File: src/hdl/battery_charge_level_monitor_defines.svh
// Assertion macros used by the datapath of the battery charge level monitor.
// Needs a clock aclk and an active-low reset aresetn in the using module.
`ifndef BATTERY_CHARGE_LEVEL_MONITOR_DEFINES_SVH
`define BATTERY_CHARGE_LEVEL_MONITOR_DEFINES_SVH

// Consequent checked in the same cycle.
`define BCLM_ASSERT_NOW(lbl, ante, cons, msg) \
    lbl: assert property (@(posedge aclk) disable iff (!aresetn) (ante) |-> (cons)) \
        else $error(msg);

// Consequent checked in the cycle after the antecedent.
`define BCLM_ASSERT_NEXT(lbl, ante, cons, msg) \
    lbl: assert property (@(posedge aclk) disable iff (!aresetn) (ante) |=> (cons)) \
        else $error(msg);

`endif

File: src/hdl/bclm_pkg.sv
// Types and constants of the battery charge level monitor.
// Used by the controller, the datapath, the divider and the top level.
`default_nettype none

package bclm_pkg;

    typedef enum logic [1:0] {
        KIND_ADC, KIND_MV, KIND_CHARGER, KIND_POINT
    } item_kind_t;

    typedef enum logic [2:0] {
        BS_UNKNOWN, BS_NORMAL, BS_LOW, BS_FULL, BS_CHARGING
    } bat_state_t;

    typedef enum logic [2:0] {
        REG_CELL_COUNT, REG_CELL_FULL, REG_CELL_EMPTY, REG_CELL_LOW,
        REG_ADC_NUM, REG_ADC_DEN, REG_WINDOW_LEN, REG_CURVE_POINTS
    } cfg_reg_t;

    typedef enum logic [4:0] {
        OP_NONE, OP_ADC_MUL, OP_ADC_DIV, OP_TAKE, OP_SLOT, OP_SUM, OP_AVG_DIV,
        OP_AVG, OP_CELL_DIV, OP_CELL, OP_LIN, OP_CRV_LAST, OP_CRV_FIRST,
        OP_CRV_CHK, OP_PCT_END, OP_REFRESH, OP_CHARGER, OP_POINT, OP_OUT
    } dp_op_t;

    typedef enum logic [4:0] {
        S_IDLE, S_ADC_MUL, S_ADC_DIV, S_ADC_WAIT, S_TAKE, S_SLOT_WAIT,
        S_SUM_RD, S_SUM_ACC, S_AVG_DIV, S_AVG_WAIT, S_CELL_DIV, S_CELL_WAIT,
        S_PCT_SEL, S_CRV_LAST, S_CRV_LRD, S_CRV_LCAP, S_CRV_RD, S_CRV_CHK,
        S_PCT_WAIT, S_REFRESH, S_CHARGER, S_POINT, S_RESULT
    } ctrl_state_t;

    typedef struct packed {
        logic   capture;
        dp_op_t op;
    } dp_cmd_t;

    typedef struct packed {
        logic div_busy;
        logic sum_last;
        logic curve_mode;
        logic crv_done;
        logic out_free;
    } dp_stat_t;

    localparam int DVD_W = 24;  // dividend and quotient width
    localparam int DSR_W = 23;  // divisor and remainder width
    localparam int CNT_W = 5;

    localparam logic [CNT_W-1:0] CNT_ADC  = 5'd16;
    localparam logic [CNT_W-1:0] CNT_SLOT = 5'd8;
    localparam logic [CNT_W-1:0] CNT_FULL = 5'd24;

    localparam logic [6:0]  PCT_FULL = 7'd100;
    localparam logic [15:0] MV_MAX   = 16'hFFFF;

endpackage

`default_nettype wire

File: src/hdl/bclm_div.sv
// Restoring divider, one quotient bit per cycle, for the monitor datapath.
// Depends on bclm_pkg for widths.
`default_nettype none

module bclm_div import bclm_pkg::*; (
    input  wire logic             aclk,
    input  wire logic             aresetn,
    input  wire logic             start,
    input  wire logic [DSR_W-1:0] rem_init,
    input  wire logic [DVD_W-1:0] dvd_init,
    input  wire logic [CNT_W-1:0] count,
    input  wire logic [DSR_W-1:0] divisor,
    output logic                  busy,
    output logic [DVD_W-1:0]      quotient,
    output logic [DSR_W-1:0]      remainder
);

    logic             busy_reg;
    logic [CNT_W-1:0] cnt_reg;
    logic [DSR_W-1:0] rem_reg;
    logic [DSR_W-1:0] dsr_reg;
    logic [DVD_W-1:0] dvd_reg;
    logic [DVD_W-1:0] quo_reg;
    logic [DSR_W:0]   trial;
    logic             fits;

    assign trial = {rem_reg, dvd_reg[DVD_W-1]};
    assign fits  = trial >= {1'b0, dsr_reg};

    always_ff @(posedge aclk) begin
        if (!aresetn) begin
            busy_reg <= 1'b0;
            cnt_reg  <= '0;
        end else if (start) begin
            busy_reg <= 1'b1;
            cnt_reg  <= count;
        end else if (busy_reg) begin
            cnt_reg  <= cnt_reg - CNT_W'(1);
            busy_reg <= cnt_reg != CNT_W'(1);
        end
    end

    always_ff @(posedge aclk) begin
        if (start) begin
            rem_reg <= rem_init;
            dvd_reg <= dvd_init;
            dsr_reg <= divisor;
            quo_reg <= '0;
        end else if (busy_reg) begin
            rem_reg <= fits ? DSR_W'(trial - {1'b0, dsr_reg}) : DSR_W'(trial);
            dvd_reg <= {dvd_reg[DVD_W-2:0], 1'b0};
            quo_reg <= {quo_reg[DVD_W-2:0], fits};
        end
    end

    assign busy      = busy_reg;
    assign quotient  = quo_reg;
    assign remainder = rem_reg;

endmodule

`default_nettype wire

File: src/hdl/bclm_ctrl.sv
// Sequencer of the monitor: input handshake and the per-item command steps.
// Depends on bclm_pkg; drives the datapath through dp_cmd_t.
`default_nettype none

module bclm_ctrl import bclm_pkg::*; (
    input  wire logic       aclk,
    input  wire logic       aresetn,
    input  wire logic       s_valid,
    output logic            s_ready,
    input  wire logic [1:0] s_kind,
    input  wire dp_stat_t   stat,
    output dp_cmd_t         cmd
);

    ctrl_state_t state_reg, state_next;

    always_ff @(posedge aclk) begin
        if (!aresetn) begin
            state_reg <= S_IDLE;
        end else begin
            state_reg <= state_next;
        end
    end

    always_comb begin
        state_next = state_reg;
        case (state_reg)
            S_IDLE: begin
                if (s_valid) begin
                    case (item_kind_t'(s_kind))
                        KIND_ADC:     state_next = S_ADC_MUL;
                        KIND_MV:      state_next = S_TAKE;
                        KIND_CHARGER: state_next = S_CHARGER;
                        default:      state_next = S_POINT;
                    endcase
                end
            end
            S_ADC_MUL:   state_next = S_ADC_DIV;
            S_ADC_DIV:   state_next = S_ADC_WAIT;
            S_ADC_WAIT:  if (!stat.div_busy) state_next = S_TAKE;
            S_TAKE:      state_next = S_SLOT_WAIT;
            S_SLOT_WAIT: if (!stat.div_busy) state_next = S_SUM_RD;
            S_SUM_RD:    state_next = S_SUM_ACC;
            S_SUM_ACC:   state_next = stat.sum_last ? S_AVG_DIV : S_SUM_RD;
            S_AVG_DIV:   state_next = S_AVG_WAIT;
            S_AVG_WAIT:  if (!stat.div_busy) state_next = S_CELL_DIV;
            S_CELL_DIV:  state_next = S_CELL_WAIT;
            S_CELL_WAIT: if (!stat.div_busy) state_next = S_PCT_SEL;
            S_PCT_SEL:   state_next = stat.curve_mode ? S_CRV_LAST : S_PCT_WAIT;
            S_CRV_LAST:  state_next = S_CRV_LRD;
            S_CRV_LRD:   state_next = S_CRV_LCAP;
            S_CRV_LCAP:  state_next = S_CRV_RD;
            S_CRV_RD:    state_next = S_CRV_CHK;
            S_CRV_CHK:   state_next = stat.crv_done ? S_PCT_WAIT : S_CRV_RD;
            S_PCT_WAIT:  if (!stat.div_busy) state_next = S_REFRESH;
            S_REFRESH:   state_next = S_RESULT;
            S_CHARGER:   state_next = S_RESULT;
            S_POINT:     state_next = S_RESULT;
            S_RESULT:    if (stat.out_free) state_next = S_IDLE;
            default:     state_next = S_IDLE;
        endcase
    end

    always_comb begin
        s_ready     = 1'b0;
        cmd.capture = 1'b0;
        cmd.op      = OP_NONE;
        case (state_reg)
            S_IDLE: begin
                s_ready     = 1'b1;
                cmd.capture = s_valid;
            end
            S_ADC_MUL:   cmd.op = OP_ADC_MUL;
            S_ADC_DIV:   cmd.op = OP_ADC_DIV;
            S_TAKE:      cmd.op = OP_TAKE;
            S_SLOT_WAIT: if (!stat.div_busy) cmd.op = OP_SLOT;
            S_SUM_ACC:   cmd.op = OP_SUM;
            S_AVG_DIV:   cmd.op = OP_AVG_DIV;
            S_AVG_WAIT:  if (!stat.div_busy) cmd.op = OP_AVG;
            S_CELL_DIV:  cmd.op = OP_CELL_DIV;
            S_CELL_WAIT: if (!stat.div_busy) cmd.op = OP_CELL;
            S_PCT_SEL:   if (!stat.curve_mode) cmd.op = OP_LIN;
            S_CRV_LAST:  cmd.op = OP_CRV_LAST;
            S_CRV_LCAP:  cmd.op = OP_CRV_FIRST;
            S_CRV_CHK:   cmd.op = OP_CRV_CHK;
            S_PCT_WAIT:  if (!stat.div_busy) cmd.op = OP_PCT_END;
            S_REFRESH:   cmd.op = OP_REFRESH;
            S_CHARGER:   cmd.op = OP_CHARGER;
            S_POINT:     cmd.op = OP_POINT;
            S_RESULT:    if (stat.out_free) cmd.op = OP_OUT;
            default:     cmd.op = OP_NONE;
        endcase
    end

endmodule

`default_nettype wire

File: src/hdl/bclm_dp.sv
// Datapath of the monitor: registers, sample window, curve table, divider.
// Depends on bclm_pkg, bclm_div and the assertion macro header.
`default_nettype none
`include "battery_charge_level_monitor_defines.svh"

module bclm_dp import bclm_pkg::*; #(
    parameter int MAX_WINDOW       = 16,
    parameter int MAX_CURVE_POINTS = 8
) (
    input  wire logic        aclk,
    input  wire logic        aresetn,
    input  wire logic        cfg_valid,
    output logic             cfg_ready,
    input  wire logic [2:0]  cfg_index,
    input  wire logic [31:0] cfg_data,
    input  wire logic [1:0]  s_kind,
    input  wire logic [15:0] s_sample,
    input  wire logic        s_charging_now,
    input  wire logic [2:0]  s_point_index,
    input  wire logic [15:0] s_point_mv,
    input  wire logic [6:0]  s_point_percent,
    output logic             m_valid,
    input  wire logic        m_ready,
    output logic [15:0]      m_raw_mv,
    output logic [15:0]      m_smooth_mv,
    output logic [6:0]       m_charge_percent,
    output logic [2:0]       m_battery_state,
    input  wire dp_cmd_t     cmd,
    output dp_stat_t         stat
);

    localparam int WW  = (MAX_WINDOW > 1) ? $clog2(MAX_WINDOW) : 1;
    localparam int WCW = $clog2(MAX_WINDOW + 1);
    localparam int SW  = 16 + WCW;
    localparam int CW  = $clog2(MAX_CURVE_POINTS);
    localparam int NW  = $clog2(MAX_CURVE_POINTS + 1);

    function automatic logic [6:0] clamp100(input logic [DVD_W-1:0] p);
        return (p > DVD_W'(PCT_FULL)) ? PCT_FULL : p[6:0];
    endfunction

    function automatic bat_state_t refresh(input bat_state_t cur, input logic chg,
                                           input logic [15:0] filt, input logic [6:0] pct,
                                           input logic [18:0] low);
        bat_state_t res;
        res = cur;
        if (filt != 16'd0) begin
            if (pct >= PCT_FULL) res = BS_FULL;
            else if (!chg) res = (19'(filt) <= low) ? BS_LOW : BS_NORMAL;
        end
        return res;
    endfunction

    // configuration
    logic [2:0]       cell_count_reg;
    logic [15:0]      cell_full_reg, cell_empty_reg, cell_low_reg;
    logic [31:0]      adc_num_reg;
    logic [DSR_W-1:0] adc_den_reg;
    logic [4:0]       window_len_reg;
    logic [3:0]       curve_points_reg;

    // captured item
    logic [1:0]  kind_reg;
    logic [15:0] sample_reg;
    logic        chg_reg;
    logic [2:0]  pidx_reg;
    logic [15:0] pmv_reg;
    logic [6:0]  ppct_reg;

    // control state
    logic [WW-1:0]  slot_reg;
    logic [WCW-1:0] filled_reg;
    logic [15:0]    last_raw_reg, filtered_reg;
    logic [6:0]     pct_reg;
    bat_state_t     status_reg;
    logic           charger_reg;
    logic           m_valid_reg;

    // working registers
    logic [47:0]    prod_reg;
    logic           sat_reg;
    logic [SW-1:0]  sum_reg;
    logic [WW-1:0]  idx_reg;
    logic [15:0]    c_reg;
    logic           pend_reg;
    logic [6:0]     base_reg;
    logic [CW-1:0]  caddr_reg;
    logic [15:0]    vh_reg, last_mv_reg;
    logic [6:0]     ph_reg, last_pct_reg;
    logic [15:0]    m_raw_reg, m_smooth_reg;
    logic [6:0]     m_pct_reg;
    logic [2:0]     m_state_reg;

    // memories
    logic [15:0]      win_mem [MAX_WINDOW];
    logic [15:0]      win_q;
    logic [DSR_W-1:0] crv_mem [MAX_CURVE_POINTS];
    logic [DSR_W-1:0] crv_q;

    // divider
    logic             div_start, div_busy;
    logic [DSR_W-1:0] div_rem_init, div_dsr, div_rem;
    logic [DVD_W-1:0] div_dvd, div_q;
    logic [CNT_W-1:0] div_cnt;

    // derived values
    logic [2:0]       cc;
    logic [WCW-1:0]   w_eff;
    logic [NW-1:0]    n_eff;
    logic [CW-1:0]    n_last;
    logic [DSR_W-1:0] den_eff;
    logic [18:0]      low_mv;
    logic             adc_sat;
    logic [15:0]      take_mv;
    logic [7:0]       slot_inc;
    logic             lin_start;
    logic [6:0]       lin_pct;
    logic [15:0]      lin_den;
    logic [DVD_W-1:0] lin_num;
    logic [15:0]      cur_mv;
    logic [6:0]       cur_pct;
    logic             crv_done, crv_start;
    logic [6:0]       crv_pct;
    logic [15:0]      vr;
    logic [DVD_W-1:0] crv_num;
    logic             bracket;

    assign cc      = (cell_count_reg == 3'd0) ? 3'd1 :
                     (cell_count_reg > 3'd4) ? 3'd4 : cell_count_reg;
    assign w_eff   = (window_len_reg == 5'd0) ? WCW'(1) :
                     (32'(window_len_reg) > MAX_WINDOW) ? WCW'(MAX_WINDOW) :
                     WCW'(window_len_reg);
    assign n_eff   = (32'(curve_points_reg) > MAX_CURVE_POINTS) ? NW'(MAX_CURVE_POINTS) :
                     NW'(curve_points_reg);
    assign n_last  = CW'(n_eff - NW'(1));
    assign den_eff = (adc_den_reg == '0) ? DSR_W'(1) : adc_den_reg;
    assign low_mv  = 19'(cell_low_reg) * 19'(cc);
    assign adc_sat = prod_reg[47:16] >= 32'(den_eff);
    assign take_mv = (item_kind_t'(kind_reg) == KIND_ADC) ?
                     (sat_reg ? MV_MAX : div_q[15:0]) : sample_reg;
    assign slot_inc = 8'(slot_reg) + 8'd1;

    // linear mode
    assign lin_den = cell_full_reg - cell_empty_reg;
    assign lin_num = DVD_W'(c_reg - cell_empty_reg) * DVD_W'(7'd100) + DVD_W'(lin_den >> 1);
    always_comb begin
        lin_start = 1'b0;
        lin_pct   = 7'd0;
        if (c_reg >= cell_full_reg) lin_pct = PCT_FULL;
        else if (c_reg > cell_empty_reg) lin_start = 1'b1;
    end

    // curve scan: entry caddr_reg against the previous one
    assign cur_mv  = crv_q[DSR_W-1:7];
    assign cur_pct = crv_q[6:0];
    assign vr      = vh_reg - cur_mv;
    assign bracket = (c_reg <= vh_reg) && (c_reg >= cur_mv);
    assign crv_num = DVD_W'(c_reg - cur_mv) * DVD_W'(ph_reg - cur_pct) + DVD_W'(vr >> 1);
    always_comb begin
        crv_done  = 1'b0;
        crv_start = 1'b0;
        crv_pct   = 7'd0;
        if (caddr_reg == '0) begin
            if (c_reg >= cur_mv) begin
                crv_done = 1'b1;
                crv_pct  = clamp100(DVD_W'(cur_pct));
            end else if (c_reg <= last_mv_reg) begin
                crv_done = 1'b1;
                crv_pct  = clamp100(DVD_W'(last_pct_reg));
            end
        end else if (bracket) begin
            crv_done = 1'b1;
            if (vr == 16'd0 || ph_reg < cur_pct) crv_pct = clamp100(DVD_W'(cur_pct));
            else crv_start = 1'b1;
        end else if (caddr_reg == n_last) begin
            crv_done = 1'b1;
        end
    end

    // divider operand selection
    always_comb begin
        div_start    = 1'b0;
        div_rem_init = '0;
        div_dvd      = '0;
        div_cnt      = CNT_FULL;
        div_dsr      = den_eff;
        case (cmd.op)
            OP_ADC_DIV: begin
                div_start    = !adc_sat;
                div_rem_init = DSR_W'(prod_reg[47:16]);
                div_dvd      = {prod_reg[15:0], 8'd0};
                div_cnt      = CNT_ADC;
            end
            OP_TAKE: begin
                div_start = 1'b1;
                div_dvd   = {slot_inc, 16'd0};
                div_cnt   = CNT_SLOT;
                div_dsr   = DSR_W'(w_eff);
            end
            OP_AVG_DIV: begin
                div_start = 1'b1;
                div_dvd   = DVD_W'(sum_reg);
                div_dsr   = DSR_W'(filled_reg);
            end
            OP_CELL_DIV: begin
                div_start = 1'b1;
                div_dvd   = DVD_W'(filtered_reg) + DVD_W'(cc >> 1);
                div_dsr   = DSR_W'(cc);
            end
            OP_LIN: begin
                div_start = lin_start;
                div_dvd   = lin_num;
                div_dsr   = DSR_W'(lin_den);
            end
            OP_CRV_CHK: begin
                div_start = crv_start;
                div_dvd   = crv_num;
                div_dsr   = DSR_W'(vr);
            end
            default: div_start = 1'b0;
        endcase
    end

    bclm_div u_div (
        .aclk      (aclk),
        .aresetn   (aresetn),
        .start     (div_start),
        .rem_init  (div_rem_init),
        .dvd_init  (div_dvd),
        .count     (div_cnt),
        .divisor   (div_dsr),
        .busy      (div_busy),
        .quotient  (div_q),
        .remainder (div_rem)
    );

    // configuration registers
    assign cfg_ready = 1'b1;
    always_ff @(posedge aclk) begin
        if (!aresetn) begin
            cell_count_reg   <= 3'd1;
            cell_full_reg    <= 16'd4200;
            cell_empty_reg   <= 16'd3300;
            cell_low_reg     <= 16'd3500;
            adc_num_reg      <= 32'd660000;
            adc_den_reg      <= 23'd409600;
            window_len_reg   <= 5'd1;
            curve_points_reg <= 4'd0;
        end else if (cfg_valid) begin
            case (cfg_reg_t'(cfg_index))
                REG_CELL_COUNT:   cell_count_reg   <= cfg_data[2:0];
                REG_CELL_FULL:    cell_full_reg    <= cfg_data[15:0];
                REG_CELL_EMPTY:   cell_empty_reg   <= cfg_data[15:0];
                REG_CELL_LOW:     cell_low_reg     <= cfg_data[15:0];
                REG_ADC_NUM:      adc_num_reg      <= cfg_data;
                REG_ADC_DEN:      adc_den_reg      <= cfg_data[DSR_W-1:0];
                REG_WINDOW_LEN:   window_len_reg   <= cfg_data[4:0];
                REG_CURVE_POINTS: curve_points_reg <= cfg_data[3:0];
                default:          cell_count_reg   <= cell_count_reg;
            endcase
        end
    end

    // memories
    always_ff @(posedge aclk) begin
        if (cmd.op == OP_TAKE) win_mem[slot_reg] <= take_mv;
        win_q <= win_mem[idx_reg];
    end

    always_ff @(posedge aclk) begin
        if (cmd.op == OP_POINT && 32'(pidx_reg) < MAX_CURVE_POINTS)
            crv_mem[CW'(pidx_reg)] <= {pmv_reg, ppct_reg};
        crv_q <= crv_mem[caddr_reg];
    end

    // control state
    always_ff @(posedge aclk) begin
        if (!aresetn) begin
            slot_reg     <= '0;
            filled_reg   <= '0;
            last_raw_reg <= '0;
            filtered_reg <= '0;
            pct_reg      <= '0;
            status_reg   <= BS_UNKNOWN;
            charger_reg  <= 1'b0;
            m_valid_reg  <= 1'b0;
        end else begin
            if (cmd.op == OP_OUT) m_valid_reg <= 1'b1;
            else if (m_ready) m_valid_reg <= 1'b0;
            case (cmd.op)
                OP_TAKE: begin
                    last_raw_reg <= take_mv;
                    if (filled_reg < w_eff) filled_reg <= filled_reg + WCW'(1);
                end
                OP_SLOT:    slot_reg     <= WW'(div_rem);
                OP_AVG:     filtered_reg <= div_q[15:0];
                OP_LIN:     pct_reg      <= lin_pct;
                OP_CRV_CHK: if (crv_done) pct_reg <= crv_pct;
                OP_PCT_END: if (pend_reg) pct_reg <= clamp100(DVD_W'(base_reg) + div_q);
                OP_REFRESH: status_reg <= refresh(status_reg, charger_reg, filtered_reg,
                                                  pct_reg, low_mv);
                OP_CHARGER: begin
                    charger_reg <= chg_reg;
                    if (chg_reg) status_reg <= BS_CHARGING;
                    else if (status_reg == BS_CHARGING || status_reg == BS_FULL)
                        status_reg <= refresh(status_reg, 1'b0, filtered_reg, pct_reg, low_mv);
                end
                default: ;
            endcase
        end
    end

    // payload and working registers
    always_ff @(posedge aclk) begin
        if (cmd.capture) begin
            kind_reg   <= s_kind;
            sample_reg <= s_sample;
            chg_reg    <= s_charging_now;
            pidx_reg   <= s_point_index;
            pmv_reg    <= s_point_mv;
            ppct_reg   <= s_point_percent;
        end
        case (cmd.op)
            OP_ADC_MUL: prod_reg <= 48'(sample_reg) * 48'(adc_num_reg);
            OP_ADC_DIV: sat_reg  <= adc_sat;
            OP_SLOT: begin
                sum_reg <= '0;
                idx_reg <= '0;
            end
            OP_SUM: begin
                sum_reg <= sum_reg + SW'(win_q);
                idx_reg <= idx_reg + WW'(1);
            end
            OP_CELL: c_reg <= div_q[15:0];
            OP_LIN: begin
                pend_reg <= lin_start;
                base_reg <= 7'd0;
            end
            OP_CRV_LAST: caddr_reg <= n_last;
            OP_CRV_FIRST: begin
                last_mv_reg  <= cur_mv;
                last_pct_reg <= cur_pct;
                caddr_reg    <= '0;
            end
            OP_CRV_CHK: begin
                vh_reg    <= cur_mv;
                ph_reg    <= cur_pct;
                caddr_reg <= caddr_reg + CW'(1);
                pend_reg  <= crv_start;
                base_reg  <= cur_pct;
            end
            OP_OUT: begin
                m_raw_reg    <= last_raw_reg;
                m_smooth_reg <= filtered_reg;
                m_pct_reg    <= pct_reg;
                m_state_reg  <= status_reg;
            end
            default: base_reg <= base_reg;
        endcase
    end

    assign stat.div_busy   = div_busy;
    assign stat.sum_last   = WCW'(idx_reg) + WCW'(1) == filled_reg;
    assign stat.curve_mode = n_eff >= NW'(2);
    assign stat.crv_done   = crv_done;
    assign stat.out_free   = !m_valid_reg || m_ready;

    assign m_valid          = m_valid_reg;
    assign m_raw_mv         = m_raw_reg;
    assign m_smooth_mv      = m_smooth_reg;
    assign m_charge_percent = m_pct_reg;
    assign m_battery_state  = m_state_reg;

    `BCLM_ASSERT_NOW(a_div_start_idle, div_start, !div_busy, "divider restarted while busy")
    `BCLM_ASSERT_NEXT(a_filled_after_take, cmd.op == OP_TAKE, filled_reg != '0, "window empty after sample")
    `BCLM_ASSERT_NEXT(a_charger_state, cmd.op == OP_CHARGER && chg_reg, status_reg == BS_CHARGING, "charger on not reported")

endmodule

`default_nettype wire

File: src/hdl/battery_charge_level_monitor.sv
// Top level of the battery charge level monitor.
// Depends on bclm_pkg, bclm_ctrl and bclm_dp.
//
// Takes one item at a time: ADC code, pack mV, charger event or curve point,
// and returns one result per item holding the state after that item. Charger
// events and curve writes run no division. A pack mV sample runs the window
// wrap, a sum over the filled slots, the average, the per-cell and, in linear
// mode, the percent division, skipped when the cell voltage lies outside the
// empty..full span; an ADC code adds the ADC scale division (skipped when it
// saturates); curve mode adds a scan over at most n curve entries and skips
// the percent division when the voltage hits a curve end or a flat segment.
// A stalled result port adds its stall. Time per item is set by the shared
// one-bit-per-cycle divider (ADC scale, window wrap, average, per-cell and
// percent divisions) and the single read port of window and curve memories.
`default_nettype none

module battery_charge_level_monitor import bclm_pkg::*; #(
    parameter int MAX_WINDOW       = 16,
    parameter int MAX_CURVE_POINTS = 8
) (
    input  wire logic        aclk,
    input  wire logic        aresetn,
    input  wire logic        cfg_valid,
    output logic             cfg_ready,
    input  wire logic [2:0]  cfg_index,
    input  wire logic [31:0] cfg_data,
    input  wire logic        s_valid,
    output logic             s_ready,
    input  wire logic [1:0]  s_kind,
    input  wire logic [15:0] s_sample,
    input  wire logic        s_charging_now,
    input  wire logic [2:0]  s_point_index,
    input  wire logic [15:0] s_point_mv,
    input  wire logic [6:0]  s_point_percent,
    output logic             m_valid,
    input  wire logic        m_ready,
    output logic [15:0]      m_raw_mv,
    output logic [15:0]      m_smooth_mv,
    output logic [6:0]       m_charge_percent,
    output logic [2:0]       m_battery_state
);

    dp_cmd_t  cmd;
    dp_stat_t stat;

    bclm_ctrl u_ctrl (
        .aclk    (aclk),
        .aresetn (aresetn),
        .s_valid (s_valid),
        .s_ready (s_ready),
        .s_kind  (s_kind),
        .stat    (stat),
        .cmd     (cmd)
    );

    bclm_dp #(
        .MAX_WINDOW       (MAX_WINDOW),
        .MAX_CURVE_POINTS (MAX_CURVE_POINTS)
    ) u_dp (
        .aclk             (aclk),
        .aresetn          (aresetn),
        .cfg_valid        (cfg_valid),
        .cfg_ready        (cfg_ready),
        .cfg_index        (cfg_index),
        .cfg_data         (cfg_data),
        .s_kind           (s_kind),
        .s_sample         (s_sample),
        .s_charging_now   (s_charging_now),
        .s_point_index    (s_point_index),
        .s_point_mv       (s_point_mv),
        .s_point_percent  (s_point_percent),
        .m_valid          (m_valid),
        .m_ready          (m_ready),
        .m_raw_mv         (m_raw_mv),
        .m_smooth_mv      (m_smooth_mv),
        .m_charge_percent (m_charge_percent),
        .m_battery_state  (m_battery_state),
        .cmd              (cmd),
        .stat             (stat)
    );

endmodule

`default_nettype wire
File: config.mk
export PLATFORM = sky130hd
export DESIGN_NAME = battery_charge_level_monitor
export DESIGN_NICKNAME = d
export VERILOG_FILES = /design/src/hdl/bclm_pkg.sv /design/src/hdl/bclm_div.sv /design/src/hdl/bclm_ctrl.sv /design/src/hdl/bclm_dp.sv /design/src/hdl/battery_charge_level_monitor.sv
export VERILOG_INCLUDE_DIRS = /design/src /design/src/hdl
export SDC_FILE = /design/constraint.sdc
export NUM_CORES = 2
export LEC_CHECK = 0
export BUFFER_PORTS_ARGS = -buffer_cell sky130_fd_sc_hd__buf_4
export CORE_AREA = 2 2 498 401
export CTS_BUF_LIST = sky130_fd_sc_hd__clkbuf_4 sky130_fd_sc_hd__clkbuf_8 sky130_fd_sc_hd__clkbuf_16
export DETAILED_ROUTE_END_ITERATION = 12
export DIE_AREA = 0 0 500 403
export GPL_TIMING_DRIVEN = 1
export RECOVER_POWER = 25
export SYNTH_ARGS = -nofsm -noshare
export SYNTH_HDL_FRONTEND = slang
export SYNTH_SLANG_ARGS = --single-unit
File: constraint.sdc
create_clock -name aclk -period 8.75 [get_ports aclk]
set_clock_uncertainty 0.15 [all_clocks]
set_input_delay 0.4375 -clock aclk [delete_from_list [all_inputs] [get_ports aclk]]
set_output_delay 0.4375 -clock aclk [all_outputs]
set_load 0.05 [all_outputs]
==> results.sh <==
export IMPL_status="complete, but fails checks"
export IMPL_violations="capacitance limit, slew limit"
export IMPL_crit_path_start="u_dp.c_reg[2]$_DFFE_PN_"
export IMPL_min_path_type="input port to register"
export IMPL_preCtsSetupSlack_ns=0.03043
export IMPL_overflow=0
export IMPL_met2_usage_pct=32.05
export IMPL_avgSynthCellArea_um2=10.77
export IMPL_synth_cell_types=98
export IMPL_yosysSeqAreaShare_pct=37.50
export IMPL_final_layout_size_suffix_gt1_share_pct=11.77
export IMPL_tightest_slew_ns=2.063
export IMPL_syn_to_final_growth_pct=13.48
export IMPL_arrival_ns=8.98
export IMPL_syn_inst=6731
export IMPL_r2r_end="u_dp.u_div.dvd_reg[21]$_DFFE_PP_"
export IMPL_antenna_found_initial=10
export IMPL_cts_max_level=3
export IMPL_start_util_pct=36.85
export IMPL_tritoncts="yes"
export IMPL_grt_start_max_net_pins=93
export IMPL_post_drt_wl_per_cell_um=22.73
export IMPL_track_usage_pct=21.69
export IMPL_cts_inserted_buffers=105
export IMPL_yosys_warnings=0
export IMPL_fp_dieH_um=403
export IMPL_dr_pass1_iters=7
export IMPL_hold_viol_final=0
export IMPL_ys_ff_latch=986
export IMPL_final_max_slew_violation_count=66
export IMPL_ys_flop_type="edfxtp_1"
export IMPL_via_per_inst=5.321
export IMPL_drc=0
export IMPL_cp_max_fo=4
export IMPL_grt_first_pass_wirelength_mm=328.9
export IMPL_n_antenna_cell=0
export IMPL_rrSetupSlack_ns=0.02
export IMPL_ff2ff_path_depth=30
export IMPL_cp_start_kind="register"
export IMPL_critical_path_class="register to register"
export IMPL_final_nets=8280
export IMPL_reg2reg_from="u_dp.c_reg[2]$_DFFE_PN_"
export IMPL_fin_crit_ns=8.726
export IMPL_core_area_mm2=0.1967
export IMPL_vias=51620
export IMPL_drv_cap=2
export IMPL_slowest_delay_ns=0.60
export IMPL_largest_reg_flops=256
export IMPL_die_x_um=500
export IMPL_clk_latency_ns=0.77
export IMPL_syn_area_mm2=0.07250
export IMPL_critical_path_endpoint_type="register"
export IMPL_relSlewSlack_pct=-37.53
export IMPL_syn_nets=7992
export IMPL_cp_endpoint="u_dp.u_div.dvd_reg[21]$_DFFE_PP_"
export IMPL_cpMaxStageDelayCell="fa_2"
export IMPL_critPathRequiredTime_ns=9.00
export IMPL_first_iter_violations=5197
export IMPL_dieArea_mm2=0.2015
export IMPL_post_route_period_util_pct=99.72
export IMPL_rsz0062_at_grt="yes"
export IMPL_fmax_ghz=0.1146
export IMPL_wl_mm=220.5
export IMPL_setup_tns_ns=0
export IMPL_grt_pass1_vias=51510
export IMPL_path_clk_slew_ns=0.06
export IMPL_busiest_layer="met1"
export IMPL_setup_viol_count_final=0
export IMPL_clock_sinks=986
export IMPL_clockBufferDepth=3
export IMPL_crit_top_cell="fa_1"
export IMPL_fin_area_mm2=0.08227
export IMPL_final_antenna_net_count=0
export IMPL_synth_edf_count=744
export IMPL_io_buffers=128
export IMPL_rows=146
export IMPL_met1_usage_pct=32.23
export IMPL_gp_congestion=0.9721
export IMPL_synthArstFlopShare_pct=0
export IMPL_clockRootBuffer="clkbuf_16"
export IMPL_gr_usage_met3_pct=4.811
export IMPL_placed_area_mm2=0.07744
export IMPL_io_pins=130
export IMPL_worst_slack_ns=0.02414
export IMPL_hpwl_mm=169.9
worst max-delay path: cells and delay by family, from the launching register on:
family	cells	cell delay, ns
AO/OA/AOI/OAI	8	1.74
AND/OR/NAND/NOR	4	1.15
flip-flops	1	0.44
adder cells (fa/ha/maj)	9	4.08
XOR/XNOR	2	0.33
buffers and inverters	7	0.51
cell families after synthesis:
| kind of cell | synth area share, % |
|---|---|
| buffers and inverters | 6.472 |
| muxes | 5.141 |
| other | 0.005173 |
| adders and majority gates | 27.05 |
| DFF | 37.50 |
| AOI/OAI and AO/OA | 8.320 |
| xor gates and xnor gates | 3.272 |
| and+or+nand+nor | 12.24 |
routing by layer:
metal  part of all wire, %  vias to the layer above
met2                    43                     2087
met3                   9.4                      292
met5                0.0059                        -
met4                   2.5                        2
met1                    45                    25990
li1                      -                    23240
through the flow:
stage	hold slack (ns)	util, %	instances
floorplan	0.2530	-	6731
global placement	0.2658	39.36	9406
detailed placement	0.2713	39.36	9406
CTS	0.005870	41.69	9686
global route	0.02760	41.82	9701
finish	0.04296	41.82	9701
cell usage in the layout (no fill, tap or decap), types with 152 or more instances in the layout:
master / synthesis / final
fa_1: 651 / 646
buf_4: 1 / 290
and2_1: 191 / 190
a21oi_1: 287 / 283
dfxtp_1: 242 / 240
nand2_1: 897 / 897
xnor2_1: 177 / 175
inv_1: 963 / 953
o21ai_0: 167 / 152
edfxtp_1: 744 / 744
ha_1: 525 / 516
nor2_1: 368 / 357
area by class of cell:
class | instances | area (µm²)
Inverter | 965 | 3627
Clock buffer | 135 | 2998
Clock inverter | 64 | 764.5
Fill cell | 18480 | 114500
Sequential cell | 986 | 27190
Tap cell | 2590 | 3241
Timing Repair Buffer | 446 | 3433
Multi-Input combinational cell | 4515 | 41020
cells in the mapped netlist, types with 34 or more instances:
| cell | number | share of area [%] |
|---|---|---|
| o21a_1 | 52 | 0.54 |
| xor2_1 | 92 | 1.1 |
| clkbuf_1 | 240 | 1.2 |
| xnor2_1 | 177 | 2.1 |
| inv_1 | 963 | 5.0 |
| edfxtp_1 | 744 | 31 |
| and2_1 | 191 | 1.6 |
| a21o_1 | 64 | 0.66 |
| a21oi_1 | 287 | 2.0 |
| nand2b_1 | 51 | 0.44 |
| nand2_1 | 897 | 4.6 |
| o21bai_1 | 35 | 0.36 |
| o211ai_1 | 35 | 0.36 |
| nor3_1 | 83 | 0.57 |
| mux2i_1 | 63 | 0.87 |
| o21ai_0 | 167 | 1.2 |
| ha_1 | 525 | 9.1 |
| nand3_1 | 84 | 0.58 |
| a211oi_1 | 35 | 0.36 |
| or2_2 | 34 | 0.29 |
| dfxtp_1 | 242 | 6.7 |
| nand4_1 | 43 | 0.37 |
| or3_1 | 38 | 0.33 |
| nor2b_1 | 42 | 0.36 |
| fa_1 | 651 | 18 |
| mux4_2 | 126 | 3.9 |
| nor2_1 | 368 | 1.9 |
what timing repair did:
item,4_1_cts,5_1_grt
endpoints found under the setup margin,1,7
hold buffers,80,0
endpoints found under the hold margin,160,0
resized for setup,0,64
buffers inserted,1,14
pin swaps,1,47
how the worst min path moves through the flow:
stage	start	end	slack [ns]	cells past startpoint
2_1_floorplan	u_dp.pct_reg[0]$_SDFFE_PN0P_	u_dp.m_charge_percent[0]$_DFFE_PP_	0.25	0
3_3_place_gp	u_dp.last_raw_reg[2]$_SDFFE_PN0P_	u_dp.m_raw_mv[2]$_DFFE_PP_	0.27	0
3_5_place_dp	u_dp.last_raw_reg[2]$_SDFFE_PN0P_	u_dp.m_raw_mv[2]$_DFFE_PP_	0.27	0
4_1_cts	aresetn	u_dp.adc_num_reg[19]$_SDFFE_PN1P_	0.006	2
5_1_grt	aresetn	u_dp.adc_num_reg[19]$_SDFFE_PN1P_	0.03	2
6_report	aresetn	u_dp.adc_num_reg[19]$_SDFFE_PN1P_	0.04	2
Power is left out: the tool's default activity adds up to more than one toggle a clock period on the data nets, which glitch-free logic cannot reach.
